==> src/hw/rtl/rps_pkg.sv <==
// Shared types and codes for the I2C register poll sequencer.
`default_nettype none

package rps_pkg;

    localparam int SLOT_W = 4;
    localparam int ADDR_W = 7;
    localparam int BYTE_W = 8;

    typedef enum logic [2:0] {
        OP_START_POLL = 3'd0,
        OP_WRITE_REQ  = 3'd1,
        OP_STOP_DET   = 3'd2,
        OP_ACCESS_RDY = 3'd3,
        OP_LOAD_SLOT  = 3'd4
    } opcode_t;

    typedef enum logic [2:0] {
        CMD_NONE      = 3'd0,
        CMD_SEND_NOSTOP = 3'd1,
        CMD_RESTART_RX  = 3'd2,
        CMD_WRITE_STOP  = 3'd3,
        CMD_STOP_CLR    = 3'd4
    } command_t;

    typedef enum logic [1:0] {
        ST_OK        = 2'd0,
        ST_STOP_BUSY = 2'd1,
        ST_BUS_BUSY  = 2'd2
    } status_t;

    typedef enum logic [2:0] {
        PH_IDLE  = 3'd0,
        PH_ADDR  = 3'd1,
        PH_RECV  = 3'd2,
        PH_WRITE = 3'd3,
        PH_RNACK = 3'd4,
        PH_WNACK = 3'd5
    } phase_t;

    // Byte counts carried with a command
    localparam logic [1:0] BC_NONE = 2'd0;
    localparam logic [1:0] BC_ONE  = 2'd1;
    localparam logic [1:0] BC_TWO  = 2'd2;

    typedef struct packed {
        logic [2:0]        opcode;
        logic              nack;
        logic              stop_pending;
        logic              bus_busy;
        logic [BYTE_W-1:0] rx_byte;
        logic [ADDR_W-1:0] dev_addr;
        logic [BYTE_W-1:0] reg_index;
        logic [BYTE_W-1:0] wr_byte;
        logic [SLOT_W-1:0] slot;
    } in_item_t;

    typedef struct packed {
        logic [2:0]        command;
        logic [ADDR_W-1:0] target_addr;
        logic [1:0]        byte_count;
        logic [BYTE_W-1:0] tx_first;
        logic [BYTE_W-1:0] tx_second;
        logic              data_valid;
        logic [SLOT_W-1:0] data_slot;
        logic [BYTE_W-1:0] data_byte;
        logic              send_done;
        logic [1:0]        status;
        logic              reinit_request;
    } result_t;

    // Slot table write port
    typedef struct packed {
        logic              en;
        logic [SLOT_W-1:0] slot;
        logic [ADDR_W-1:0] dev_addr;
        logic [BYTE_W-1:0] reg_index;
    } tbl_wr_t;

endpackage

`default_nettype wire

==> src/hw/rtl/rps_slot_table.sv <==
// Poll slot table: device address and register per slot, flop array.
`default_nettype none

module rps_slot_table
    import rps_pkg::*;
#(
    parameter int DEPTH = 16
)
(
    input  wire                      clk,
    input  tbl_wr_t                  wr,
    input  wire  [$clog2(DEPTH)-1:0] rd_slot,
    output logic [ADDR_W-1:0]        rd_dev,
    output logic [BYTE_W-1:0]        rd_reg
);

    localparam int IDX_W = $clog2(DEPTH);

    logic [ADDR_W-1:0] dev_mem [DEPTH];
    logic [BYTE_W-1:0] reg_mem [DEPTH];

    // No reset: entries must only be read after a load; the table itself does not enforce this
    always_ff @(posedge clk)
    begin
        if (wr.en)
        begin
            dev_mem[wr.slot[IDX_W-1:0]] <= wr.dev_addr;
            reg_mem[wr.slot[IDX_W-1:0]] <= wr.reg_index;
        end
    end

    assign rd_dev = dev_mem[rd_slot];
    assign rd_reg = reg_mem[rd_slot];

endmodule

`default_nettype wire

==> src/hw/rtl/i2c_register_poll_sequencer.sv <==
// Top level of the I2C register poll sequencer: request register, step logic, result register.
// A request is held in the request register, decoded there by the step logic, and its result registered for m_*.
// Throughput: one request per cycle while m_* is not stalled; the only loop is the phase/pointer/done update.
// Backpressure on m_* propagates to s_tready in the same cycle; both stages hold when stalled.
// Reset (rst_n low, async): phase idle, poll pointer 0, done flag 0, both stages empty.
// The slot table is not cleared; a slot must be loaded before the poll reaches it.
`default_nettype none

module i2c_register_poll_sequencer
    import rps_pkg::*;
#(
    parameter int POLL_SLOTS = 16
)
(
    input  wire         clk,
    input  wire         rst_n,

    input  wire         s_tvalid,
    output logic        s_tready,
    // [0] nack, [1] stop_pending, [2] bus_busy, [10:3] rx_byte, [17:11] dev_addr,
    // [25:18] reg_index, [33:26] wr_byte, [37:34] slot, [39:38] zero
    input  wire  [39:0] s_tdata,
    // [2:0] opcode
    input  wire  [2:0]  s_tuser,

    output logic        m_tvalid,
    input  wire         m_tready,
    // [6:0] target_addr, [8:7] byte_count, [16:9] tx_first, [24:17] tx_second,
    // [25] data_valid, [29:26] data_slot, [37:30] data_byte, [38] send_done,
    // [40:39] status, [41] reinit_request, [47:42] zero
    output logic [47:0] m_tdata,
    // [2:0] command
    output logic [2:0]  m_tuser
);

    localparam int PTR_W       = $clog2(POLL_SLOTS);
    // Slot field is 4 bits, so only the first 16 slots can ever be loaded
    localparam int TABLE_DEPTH = (POLL_SLOTS < 16) ? POLL_SLOTS : 16;
    localparam int TBL_IDX_W   = $clog2(TABLE_DEPTH);
    localparam logic [PTR_W-1:0] LAST_PTR = PTR_W'(POLL_SLOTS - 1);

    // ---------------- request stage ----------------
    logic     in_valid_reg;
    in_item_t in_item_reg;
    in_item_t in_unpacked;
    logic     advance;

    assign in_unpacked.opcode       = s_tuser;
    assign in_unpacked.nack         = s_tdata[0];
    assign in_unpacked.stop_pending = s_tdata[1];
    assign in_unpacked.bus_busy     = s_tdata[2];
    assign in_unpacked.rx_byte      = s_tdata[10:3];
    assign in_unpacked.dev_addr     = s_tdata[17:11];
    assign in_unpacked.reg_index    = s_tdata[25:18];
    assign in_unpacked.wr_byte      = s_tdata[33:26];
    assign in_unpacked.slot         = s_tdata[37:34];

    // Step the request register into the result register when the output can take it
    assign advance  = in_valid_reg && (!m_tvalid || m_tready);
    assign s_tready = !in_valid_reg || advance;

    always_ff @(posedge clk or negedge rst_n)
    begin
        if (!rst_n)
        begin
            in_valid_reg <= 1'b0;
        end
        else if (s_tready)
        begin
            in_valid_reg <= s_tvalid;
        end
    end

    always_ff @(posedge clk)
    begin
        if (s_tready && s_tvalid)
        begin
            in_item_reg <= in_unpacked;
        end
    end

    // ---------------- sequencer state ----------------
    phase_t           phase_reg, phase_next;
    logic [PTR_W-1:0] ptr_reg, ptr_next;
    logic             done_reg, done_next;

    opcode_t          op;
    status_t          start_st;
    logic [PTR_W-1:0] ptr_inc;
    logic             tbl_hit;
    tbl_wr_t          tbl_wr;
    logic [ADDR_W-1:0] rd_dev;
    logic [BYTE_W-1:0] rd_reg;

    assign op = opcode_t'(in_item_reg.opcode);

    // Start checks: pending stop wins over busy bus
    always_comb
    begin
        priority if (in_item_reg.stop_pending)
            start_st = ST_STOP_BUSY;
        else if (in_item_reg.bus_busy)
            start_st = ST_BUS_BUSY;
        else
            start_st = ST_OK;
    end

    assign ptr_inc = (ptr_reg == LAST_PTR) ? '0 : ptr_reg + PTR_W'(1);

    assign tbl_hit       = int'(in_item_reg.slot) < TABLE_DEPTH;
    assign tbl_wr.en     = advance && (op == OP_LOAD_SLOT) && tbl_hit;
    assign tbl_wr.slot   = in_item_reg.slot;
    assign tbl_wr.dev_addr  = in_item_reg.dev_addr;
    assign tbl_wr.reg_index = in_item_reg.reg_index;

    // Every table read in this design targets the pointer value after the step
    rps_slot_table #(
        .DEPTH (TABLE_DEPTH)
    ) u_table (
        .clk     (clk),
        .wr      (tbl_wr),
        .rd_slot (TBL_IDX_W'(ptr_next)),
        .rd_dev  (rd_dev),
        .rd_reg  (rd_reg)
    );

    // Next state
    always_comb
    begin
        phase_next = phase_reg;
        ptr_next   = ptr_reg;
        done_next  = done_reg;
        unique case (op)
            OP_START_POLL:
            begin
                if (start_st == ST_OK)
                begin
                    ptr_next   = '0;
                    phase_next = PH_ADDR;
                end
            end
            OP_WRITE_REQ:
            begin
                if (start_st == ST_OK)
                begin
                    done_next  = 1'b0;
                    phase_next = PH_WRITE;
                end
            end
            OP_STOP_DET:
            begin
                unique case (phase_reg)
                    PH_WRITE:
                    begin
                        done_next  = 1'b1;
                        phase_next = PH_IDLE;
                    end
                    PH_RNACK:
                    begin
                        // Poll restart; a refused start keeps the phase for a retry
                        if (start_st == ST_OK)
                        begin
                            ptr_next   = '0;
                            phase_next = PH_ADDR;
                        end
                    end
                    PH_WNACK:
                    begin
                        phase_next = PH_IDLE;
                    end
                    PH_RECV:
                    begin
                        ptr_next   = ptr_inc;
                        phase_next = PH_ADDR;
                    end
                    default:
                    begin
                        phase_next = phase_reg;
                    end
                endcase
            end
            OP_ACCESS_RDY:
            begin
                if (in_item_reg.nack)
                begin
                    if (phase_reg == PH_ADDR)
                        phase_next = PH_RNACK;
                    else if (phase_reg == PH_WRITE)
                        phase_next = PH_WNACK;
                end
                else if (phase_reg == PH_ADDR)
                begin
                    phase_next = PH_RECV;
                end
            end
            default:
            begin
                phase_next = phase_reg;
            end
        endcase
    end

    // Result of the step
    result_t res;

    always_comb
    begin
        res           = '0;
        res.command   = CMD_NONE;
        res.status    = ST_OK;
        unique case (op)
            OP_START_POLL:
            begin
                res.status = start_st;
                if (start_st == ST_OK)
                begin
                    res.command     = CMD_SEND_NOSTOP;
                    res.target_addr = rd_dev;
                    res.byte_count  = BC_ONE;
                    res.tx_first    = rd_reg;
                end
            end
            OP_WRITE_REQ:
            begin
                res.status = start_st;
                if (start_st == ST_OK)
                begin
                    res.command     = CMD_WRITE_STOP;
                    res.target_addr = in_item_reg.dev_addr;
                    res.byte_count  = BC_TWO;
                    res.tx_first    = in_item_reg.reg_index;
                    res.tx_second   = in_item_reg.wr_byte;
                end
            end
            OP_STOP_DET:
            begin
                unique case (phase_reg)
                    PH_RNACK:
                    begin
                        res.status = start_st;
                        if (start_st == ST_OK)
                        begin
                            res.command     = CMD_SEND_NOSTOP;
                            res.target_addr = rd_dev;
                            res.byte_count  = BC_ONE;
                            res.tx_first    = rd_reg;
                        end
                    end
                    PH_WNACK:
                    begin
                        res.reinit_request = 1'b1;
                    end
                    PH_RECV:
                    begin
                        // Deliver the byte, then address the next slot
                        res.data_valid  = 1'b1;
                        res.data_slot   = SLOT_W'(ptr_reg);
                        res.data_byte   = in_item_reg.rx_byte;
                        res.command     = CMD_SEND_NOSTOP;
                        res.target_addr = rd_dev;
                        res.byte_count  = BC_ONE;
                        res.tx_first    = rd_reg;
                    end
                    default:
                    begin
                        res.command = CMD_NONE;
                    end
                endcase
            end
            OP_ACCESS_RDY:
            begin
                if (in_item_reg.nack)
                begin
                    res.command = CMD_STOP_CLR;
                end
                else if (phase_reg == PH_ADDR)
                begin
                    res.command     = CMD_RESTART_RX;
                    res.target_addr = rd_dev;
                    res.byte_count  = BC_ONE;
                end
            end
            default:
            begin
                res.command = CMD_NONE;
            end
        endcase
        res.send_done = done_next;
    end

    always_ff @(posedge clk or negedge rst_n)
    begin
        if (!rst_n)
        begin
            phase_reg <= PH_IDLE;
            ptr_reg   <= '0;
            done_reg  <= 1'b0;
        end
        else if (advance)
        begin
            phase_reg <= phase_next;
            ptr_reg   <= ptr_next;
            done_reg  <= done_next;
        end
    end

    // ---------------- result stage ----------------
    logic    out_valid_reg;
    result_t out_res_reg;

    always_ff @(posedge clk or negedge rst_n)
    begin
        if (!rst_n)
        begin
            out_valid_reg <= 1'b0;
        end
        else if (!out_valid_reg || m_tready)
        begin
            out_valid_reg <= in_valid_reg;
        end
    end

    always_ff @(posedge clk)
    begin
        if (advance)
        begin
            out_res_reg <= res;
        end
    end

    assign m_tvalid = out_valid_reg;
    assign m_tuser  = out_res_reg.command;
    assign m_tdata  = {6'd0,
                       out_res_reg.reinit_request,
                       out_res_reg.status,
                       out_res_reg.send_done,
                       out_res_reg.data_byte,
                       out_res_reg.data_slot,
                       out_res_reg.data_valid,
                       out_res_reg.tx_second,
                       out_res_reg.tx_first,
                       out_res_reg.byte_count,
                       out_res_reg.target_addr};

endmodule

`default_nettype wire

==> config.mk <==
export PLATFORM = sky130hd
export DESIGN_NAME = i2c_register_poll_sequencer
export DESIGN_NICKNAME = d
export VERILOG_FILES = /design/src/hw/rtl/rps_pkg.sv /design/src/hw/rtl/rps_slot_table.sv /design/src/hw/rtl/i2c_register_poll_sequencer.sv
export SDC_FILE = /design/constraint.sdc
export NUM_CORES = 1
export LEC_CHECK = 0
export BUFFER_PORTS_ARGS = -buffer_cell sky130_fd_sc_hd__buf_2
export CAP_MARGIN = 20
export CORE_MARGIN = 1.5
export CORE_UTILIZATION = 62
export CTS_BUF_LIST = sky130_fd_sc_hd__clkbuf_8
export CTS_CLUSTER_DIAMETER = 200
export CTS_CLUSTER_SIZE = 12
export DETAILED_ROUTE_END_ITERATION = 10
export PLACE_DENSITY = 0.88
export SLEW_MARGIN = 20
export SYNTH_ARGS = -nofsm -noshare
export SYNTH_HDL_FRONTEND = slang
export SYNTH_SLANG_ARGS = --single-unit
==> constraint.sdc <==
create_clock -name clk -period 4.1 [get_ports clk]
set_input_delay 0.205 -clock clk [delete_from_list [all_inputs] [get_ports clk]]
set_output_delay 0.205 -clock clk [all_outputs]
set_load 0.05 [all_outputs]
==> Word-level counts from Yosys, hierarchy flattened <==
Memories as Yosys holds them, arrays and structs flattened.
Cells that the tools add are included.
{ "word_totals": {"regBits": 96, "ramBits": 240, "input_bits": 47, "out_inout_bits": 53, "wordCells": 90, "mem_count": 2} }
{ "memory_table": {"columns": ["name", "depth", "width", "read_ports", "rd_ports_with_merged_regs", "write_ports", "line", "text"], "rows": [
  ["u_table.reg_mem", 16, 8, 1, 0, 1, "rps_slot_table.sv:20", "logic [BYTE_W-1:0] reg_mem [DEPTH];"],
  ["u_table.dev_mem", 16, 7, 1, 0, 1, "rps_slot_table.sv:19", "logic [ADDR_W-1:0] dev_mem [DEPTH];"]
]} }
{ "op_classes": {"n_addsub": 1, "n_eq_ne": 14, "n_mux": 33, "reduce_logical": 15} }
{ "ops": {"columns": ["cell", "count"], "rows": [
  ["one-hot mux 9 bit (4 select lines)", 1],
  ["one-hot mux 17 bit (2 select lines)", 1],
  ["two-way mux 27 bit", 1],
  ["one-hot mux 3 bit (4 select lines)", 2],
  ["one-hot mux 8 bit (3 select lines)", 1],
  ["two-way mux 3 bit", 7],
  ["two-way mux 18 bit", 1],
  ["one-hot mux 4 bit (2 select lines)", 2],
  ["two-way mux 13 bit", 1],
  ["== test 3 x 2 -> 1 bit (second input constant)", 4],
  ["two-way mux 11 bit", 1],
  ["== test 3 bit (second input constant)", 3],
  ["two-way mux 9 bit", 1],
  ["one-hot mux 3 bit (3 select lines)", 1],
  ["two-way mux 4 bit", 2],
  ["== test 3 x 1 -> 1 bit (second input constant)", 2],
  ["two-way mux 2 bit", 3],
  ["!= test 3 bit (second input constant)", 2],
  ["one-hot mux 3 bit (2 select lines)", 1],
  ["AND reduction 6 bit", 1],
  ["two-way mux 1 bit", 5],
  ["adder 4 x 1 -> 4 bit (second input constant)", 1],
  ["== test 4 bit (second input constant)", 1],
  ["!= test 4 x 2 -> 1 bit (second input constant)", 1],
  ["11 further kinds", 17]
]} }

==> Logic depth before layout (Yosys ltp) <==
Gate-level depths: netlist of run 1.
An unclocked memory read counts as a cell.
{ "depth": {"depth_word": 10, "ltp_mapped": 12, "depth_no_buf": 8} }

==> Hierarchy <==
From an unflattened synthesis of run 1, not the netlist that was laid out.
{ "unflattened": {"cells_unflattened": 636, "area_unflattened_um2": 12919.9} }
{ "by_module_without_submodules": {"columns": ["mod", "instances", "cells_per_inst", "area_each_um2"], "rows": [
  ["rps_slot_table", 1, 391, 9146.3],
  ["i2c_register_poll_sequencer", 1, 245, 3773.6]
]} }

==> Least setup slack after synthesis of run 1 <==
No wires, ideal clock.
{ "synth_path": {"kind": "flip-flop to flip-flop", "start": "register out_valid_reg, in the netlist m_tvalid", "end": "memory u_table.dev_mem[0][0] (enable)", "t_arrival_ns": 3.497, "slack_ns": 0.197, "stages_incl_launch_ff": 7, "path_cell_list": "dfrtp_1 nand2b_1 nand2_1 inv_1 nand3_1 or3_1 nor3_1"} }
{ "synth_via": {"elab_chain_len": 6} }
{ "synth_lines": {"columns": ["element", "line", "text"], "rows": [
  ["start: declaration", "i2c_register_poll_sequencer.sv:308", "logic out_valid_reg;"],
  ["start signal: assignment", "i2c_register_poll_sequencer.sv:319", "out_valid_reg <= in_valid_reg;"],
  ["zero test 1 bit", "i2c_register_poll_sequencer.sv:59", "assign advance = in_valid_reg && (!m_tvalid || m_tready);"],
  ["logical OR 1 bit", "i2c_register_poll_sequencer.sv:59", null],
  ["logical AND 1 bit", "i2c_register_poll_sequencer.sv:59", null],
  ["net advance", "i2c_register_poll_sequencer.sv:46", "logic advance;"],
  ["logical AND 1 bit", "i2c_register_poll_sequencer.sv:111", "assign tbl_wr.en = advance && (op == OP_LOAD_SLOT) && tbl_hit;"],
  ["two-way mux 1 bit", "rps_slot_table.sv:25", "if (wr.en)"],
  ["two-way mux 1 bit (not written as such)", "rps_slot_table.sv:27", "dev_mem[wr.slot[IDX_W-1:0]] <= wr.dev_addr;"],
  ["end: declaration", "rps_slot_table.sv:19", null]
]} }
The timed path passes the listed nets, and every way through them passes these cells.

==> results of run 1 <==
[critical path, cell delays in order, from the launching register on]
cell	delay [ns]
dfrtp_1	0.57
nand4bb_1	0.43
nor2_1	0.51
a21boi_0	0.43
a21oi_2	0.20
buf_4	0.25
nor3_1	0.71
nand3_1	0.30
nand3_1	0.16
[synthesized netlist by cell type (4+ instances only)]
| cell type | instances | area, µm² |
|---|---|---|
| a2111oi_0 | 11 | 96.3 |
| and2_1 | 12 | 75.1 |
| inv_1 | 7 | 26.3 |
| o21ai_0 | 14 | 70.1 |
| a21boi_0 | 7 | 52.6 |
| o21ai_1 | 7 | 35.0 |
| o211ai_1 | 5 | 37.5 |
| nor2_1 | 31 | 116 |
| nor2b_1 | 15 | 93.8 |
| nand2_1 | 82 | 308 |
| a2111oi_1 | 6 | 60.1 |
| a221oi_1 | 14 | 123 |
| buf_6 | 9 | 101 |
| mux2i_1 | 84 | 841 |
| a21o_1 | 4 | 30.0 |
| edfxtp_1 | 326 | 9790 |
| nor3_1 | 9 | 45.0 |
| dfrtp_1 | 10 | 250 |
| a31oi_1 | 5 | 31.3 |
| mux2_2 | 6 | 67.6 |
| and3_1 | 16 | 100 |
| a211oi_1 | 14 | 105 |
| a21oi_1 | 17 | 85.1 |
| clkbuf_1 | 14 | 52.6 |
| nand2b_1 | 8 | 50.1 |
| buf_4 | 9 | 67.6 |
| nand3_1 | 41 | 205 |
| buf_2 | 20 | 100 |
| a32oi_1 | 7 | 61.3 |
[where the power goes]
part | internal [W] | total (W) | switching (W)
clock network | 0.000687 | 0.00172 | 0.00103
logic | 0.000721 | 0.00197 | 0.00125
registers | 0.00389 | 0.00402 | 0.000136
total | 0.00529 | 0.00771 | 0.00242
[final cells by class]
class,instances,area share [%]
clock buffer,31,2.79
clock inverter,13,0.319
inverter,7,0.172
multi-input combinational,471,21.0
sequential,336,65.6
tap,275,2.25
timing repair buffer,172,7.80
[through the flow]
stage                     cell area, µm²  hold slack, ns  power [W]
after floorplan                    13600         -0.0906    0.00560
after global placement             14400          0.0793    0.00589
after detailed placement           14400          0.0841    0.00599
after CTS                          15300           0.304    0.00769
after global routing               15300           0.317    0.00800
final                              15300           0.334    0.00771
[routing by layer]
metal  part of all wire, %  wire length (µm)  track usage, %
met5                     0                 0               0
met4                   3.5              1070            9.32
met3                    10              3090            4.79
met2                    49             15200            45.6
met1                    38             11600            36.7
[kinds of logic after synthesis]
kind of cell,share of synthesized area [%]
AOI/OAI and AO/OA,7.69
buffers and inverters,2.59
other,0.0277
DFF,74.0
adders and majority gates,0.0923
muxes,7.03
and+or+nand+nor,8.52
[worst paths after layout]
path,to,slack (ns),cells after the start
max,m_tdata[13]$_DFFE_PP_,0.39,8
min reg2reg,done_reg$_DFFE_PN0P_,0.50,2
max in group asynchronous,m_tvalid$_DFFE_PN0P_,2.59,4
max reg2reg,m_tdata[13]$_DFFE_PP_,0.39,8
min in group asynchronous,ptr_reg[1]$_DFFE_PN0P_,0.50,3
min,in_item_reg[17]$_DFFE_PP_,0.33,2
==> metrics.csv, run 1 <==
metric,value,unit
ys_seq_area_share,74.0,%
num_rows,53,
grt_max_degree,58,
drv_cap,0,
r2r-start,phase_reg[0]$_DFFE_PN0P_,
port_buffers,91,
start_util,63.9,%
ant_nets,0,
vias_per_cell,6.47,
ioPinCount,100,
drive_above_1_share,17.9,%
largest_reg_flops,128,
clkTransAtPathRegs,0.09,ns
rsz0062_at_grt,no,
cts.htree.levels,1,
netlist_area,13600,µm²
drtPass1Iterations,8,
drc,0,
max_freq,0.270,GHz
cts_buffer_depth,3,
startpoint_type,flip-flop,
synthCells,862,
min_period_over_period,90.5,%
grt_pass1_wl,45900,µm
cp-end-kind,flip-flop,
finalMaxSlewViolations,0,
route.vias.total,8439,
multi_input_comb_area,3220,µm²
async_flop_share,2.98,%
crit_type,flip-flop to flip-flop,
seq_area,10000,µm²
setup_viol,0,
grt_remaining_overflow,0,
fillers,1236,
antennaDiodeCount,0,
p_per_area,504,nW/µm²
status,finished clean,
hold_buffers,47,
fin_crit,3.71,ns
drtIter0Drc,1095,
numCtsBuffers,31,
layout_common_cells,"edfxtp_1, buf_2, mux2i_1",
synth_cell_type_count,67,
cp.arrival,4.15,ns
design.core.area,21200,µm²
cts_tree,yes,
tightestPinTransition,0.865,ns
timing_hold_violations_final,0,
min_from,s_tdata[23],
grt_pass1_vias,8140,
setup_ws,0.391,ns
post-place-ws,0.467,ns
synth_edf_count,326,
yosysWarnings,0,
cts_resized,0,
die-area,22800,µm²
clock_skew,0.0253,ns
utilization,72.1,%
die_height,151,µm
hold_path_class,input pin to flip-flop,
antenna_found_initial,0,
fp.dieW,151,µm
gp_congestion,0.854,
clock_latency,0.59,ns
cts_root_buf,clkbuf_8,
syn_to_final_growth,12.8,%
cp-startpoint,phase_reg[0]$_DFFE_PN0P_,
synth.avg_cell_area,15.7,µm²
fin_nets,1067,
irDropWorstVdd,299,µV
cts_sinks,336,
final_common_cell,edfxtp_1,
wl,30900,µm
synth_flop_cell,edfxtp_1,
slew_headroom,41.9,%
cellLeakagePower,5.32,nW
required,4.54,ns
setup_tns,0,ns
post-cts-setup-buffer-count,0,
ys_ff_latch,336,
wl_per_cell,23.7,µm
hpwl,18300,µm
fin_cells,1305,
critical_path_peak_fanout,14,
dp.cells,1214,
grtUsageTotal,27.3,%
Power figures use the tool's default switching activity.
==> run 2, diff against run 1 <==
==> constraint.sdc (replaced) <==
create_clock -name clk -period 3.69 [get_ports clk]
set_input_delay 0.1845 -clock clk [delete_from_list [all_inputs] [get_ports clk]]
set_output_delay 0.1845 -clock clk [all_outputs]
set_load 0.05 [all_outputs]
==> metrics.csv, run 2 (same netlist as run 1, synthesis figures left out) <==
metric,value,unit
rrSetupSlack,0.28,ns
final_common_cell,edfxtp_1,
clkTransAtPathRegs,0.08,ns
p_per_area,561,nW/µm²
drv_cap,0,
cellLeakagePower,5.36,nW
setup_tns,0,ns
antenna_found_initial,0,
required,4.11,ns
ioPinCount,100,
num_rows,53,
max_freq,0.293,GHz
cts_sinks,336,
grt_pass1_vias,8323,
die-area,22800,µm²
setup_viol,0,
start_util,63.9,%
fin_crit,3.41,ns
numCtsBuffers,31,
slew_headroom,52.9,%
fp.dieW,151,µm
min_period_over_period,92.4,%
timing_hold_violations_final,0,
syn_to_final_growth,13.4,%
hold_path_class,input pin to flip-flop,
setup_ws,0.281,ns
fin_nets,1075,
irDropWorstVdd,442,µV
rsz0062_at_grt,no,
hpwl,17900,µm
ant_nets,0,
grt_max_degree,58,
port_buffers,91,
cts.htree.levels,1,
crit_type,flip-flop to flip-flop,
layout_common_cells,"edfxtp_1, buf_2, mux2i_1",
cp.arrival,3.83,ns
design.core.area,21200,µm²
startpoint_type,flip-flop,
finalMaxSlewViolations,0,
wl_per_cell,23.5,µm
grtUsageTotal,27.2,%
grt_pass1_wl,45500,µm
clock_latency,0.59,ns
gp_congestion,0.854,
cts_buffer_depth,3,
clock_skew,0.0203,ns
drive_above_1_share,18.7,%
cts_root_buf,clkbuf_8,
total_power,0.00862,W
cp-end-kind,flip-flop,
status,finished clean,
grt_remaining_overflow,0,
cts_tree,yes,
wl,30800,µm
largest_reg_flops,128,
die_height,151,µm
drtIter0Drc,1171,
fillers,1241,
critical_path_peak_fanout,15,
vias_per_cell,6.44,
post-place-ws,0.388,ns
route.vias.total,8461,
utilization,72.4,%
drtPass1Iterations,5,
drc,0,
antennaDiodeCount,0,
post-cts-setup-buffer-count,0,
tightestPinTransition,0.701,ns
==> run 2: repair_timing <==
action | 4_1_cts | 5_1_grt
endpoints found under the hold margin | 53 | 0
gates resized for setup | 0 | 0
hold buffers | 46 | 0
==> run 2: final timing paths <==
check	depth (start not counted)	endpoint	start
min in group asynchronous	3	m_tvalid$_DFFE_PN0P_	rst_n
max reg2reg	8	m_tdata[16]$_DFFE_PP_	phase_reg[0]$_DFFE_PN0P_
max	8	m_tdata[16]$_DFFE_PP_	phase_reg[0]$_DFFE_PN0P_
max in group asynchronous	3	in_valid_reg$_DFFE_PN0N_	rst_n
min	2	in_item_reg[8]$_DFFE_PP_	s_tdata[30]
min reg2reg	2	done_reg$_DFFE_PN0P_	done_reg$_DFFE_PN0P_
==> run 2: final cells by class <==
cell class,count,area (µm²),share of cell area [%]
repair buffers,180,1260,8.22
well taps,275,344,2.24
clock inverters,13,52.6,0.342
clock buffers,31,427,2.78
flip-flops and latches,336,10000,65.3
multi-input cells,471,3220,20.9
inverters,7,26.3,0.171
==> run 2: per-stage QoR <==
step,hold WS (ns),instance area [µm²],cells
5_1_grt,0.291,15400,1313
2_1_floorplan,-0.111,13600,867
4_1_cts,0.286,15400,1313
3_5_place_dp,0.0564,14400,1223
6_report,0.300,15400,1313
3_3_place_gp,0.0513,14400,1223
==> run 2: critical path, stage by stage, from the launching register on <==
cell and delay [ns]:
dfrtp_1 0.66, and4bb_2 0.40, a21oi_1 0.55, a21o_1 0.52, buf_12 0.21, a211oi_1 0.06
a2111oi_0 0.53, nor4_1 0.11, o21ai_1 0.19
==> run 2: where the power goes <==
group | internal (W) | leakage [nW] | switching (W)
Combinational | 0.000846 | 1.94 | 0.00141
Sequential | 0.00432 | 3.13 | 0.000152
Clock | 0.000763 | 0.287 | 0.00113
==> run 2: layer usage <==
metal,vias to the layer above,global-route usage (%),part of all wire (%)
met4,0,11.9,4.2
met2,576,44.7,49
met5,-,0,0
li1,3664,-,-
met3,109,4.52,9.4
met1,4112,36.1,38
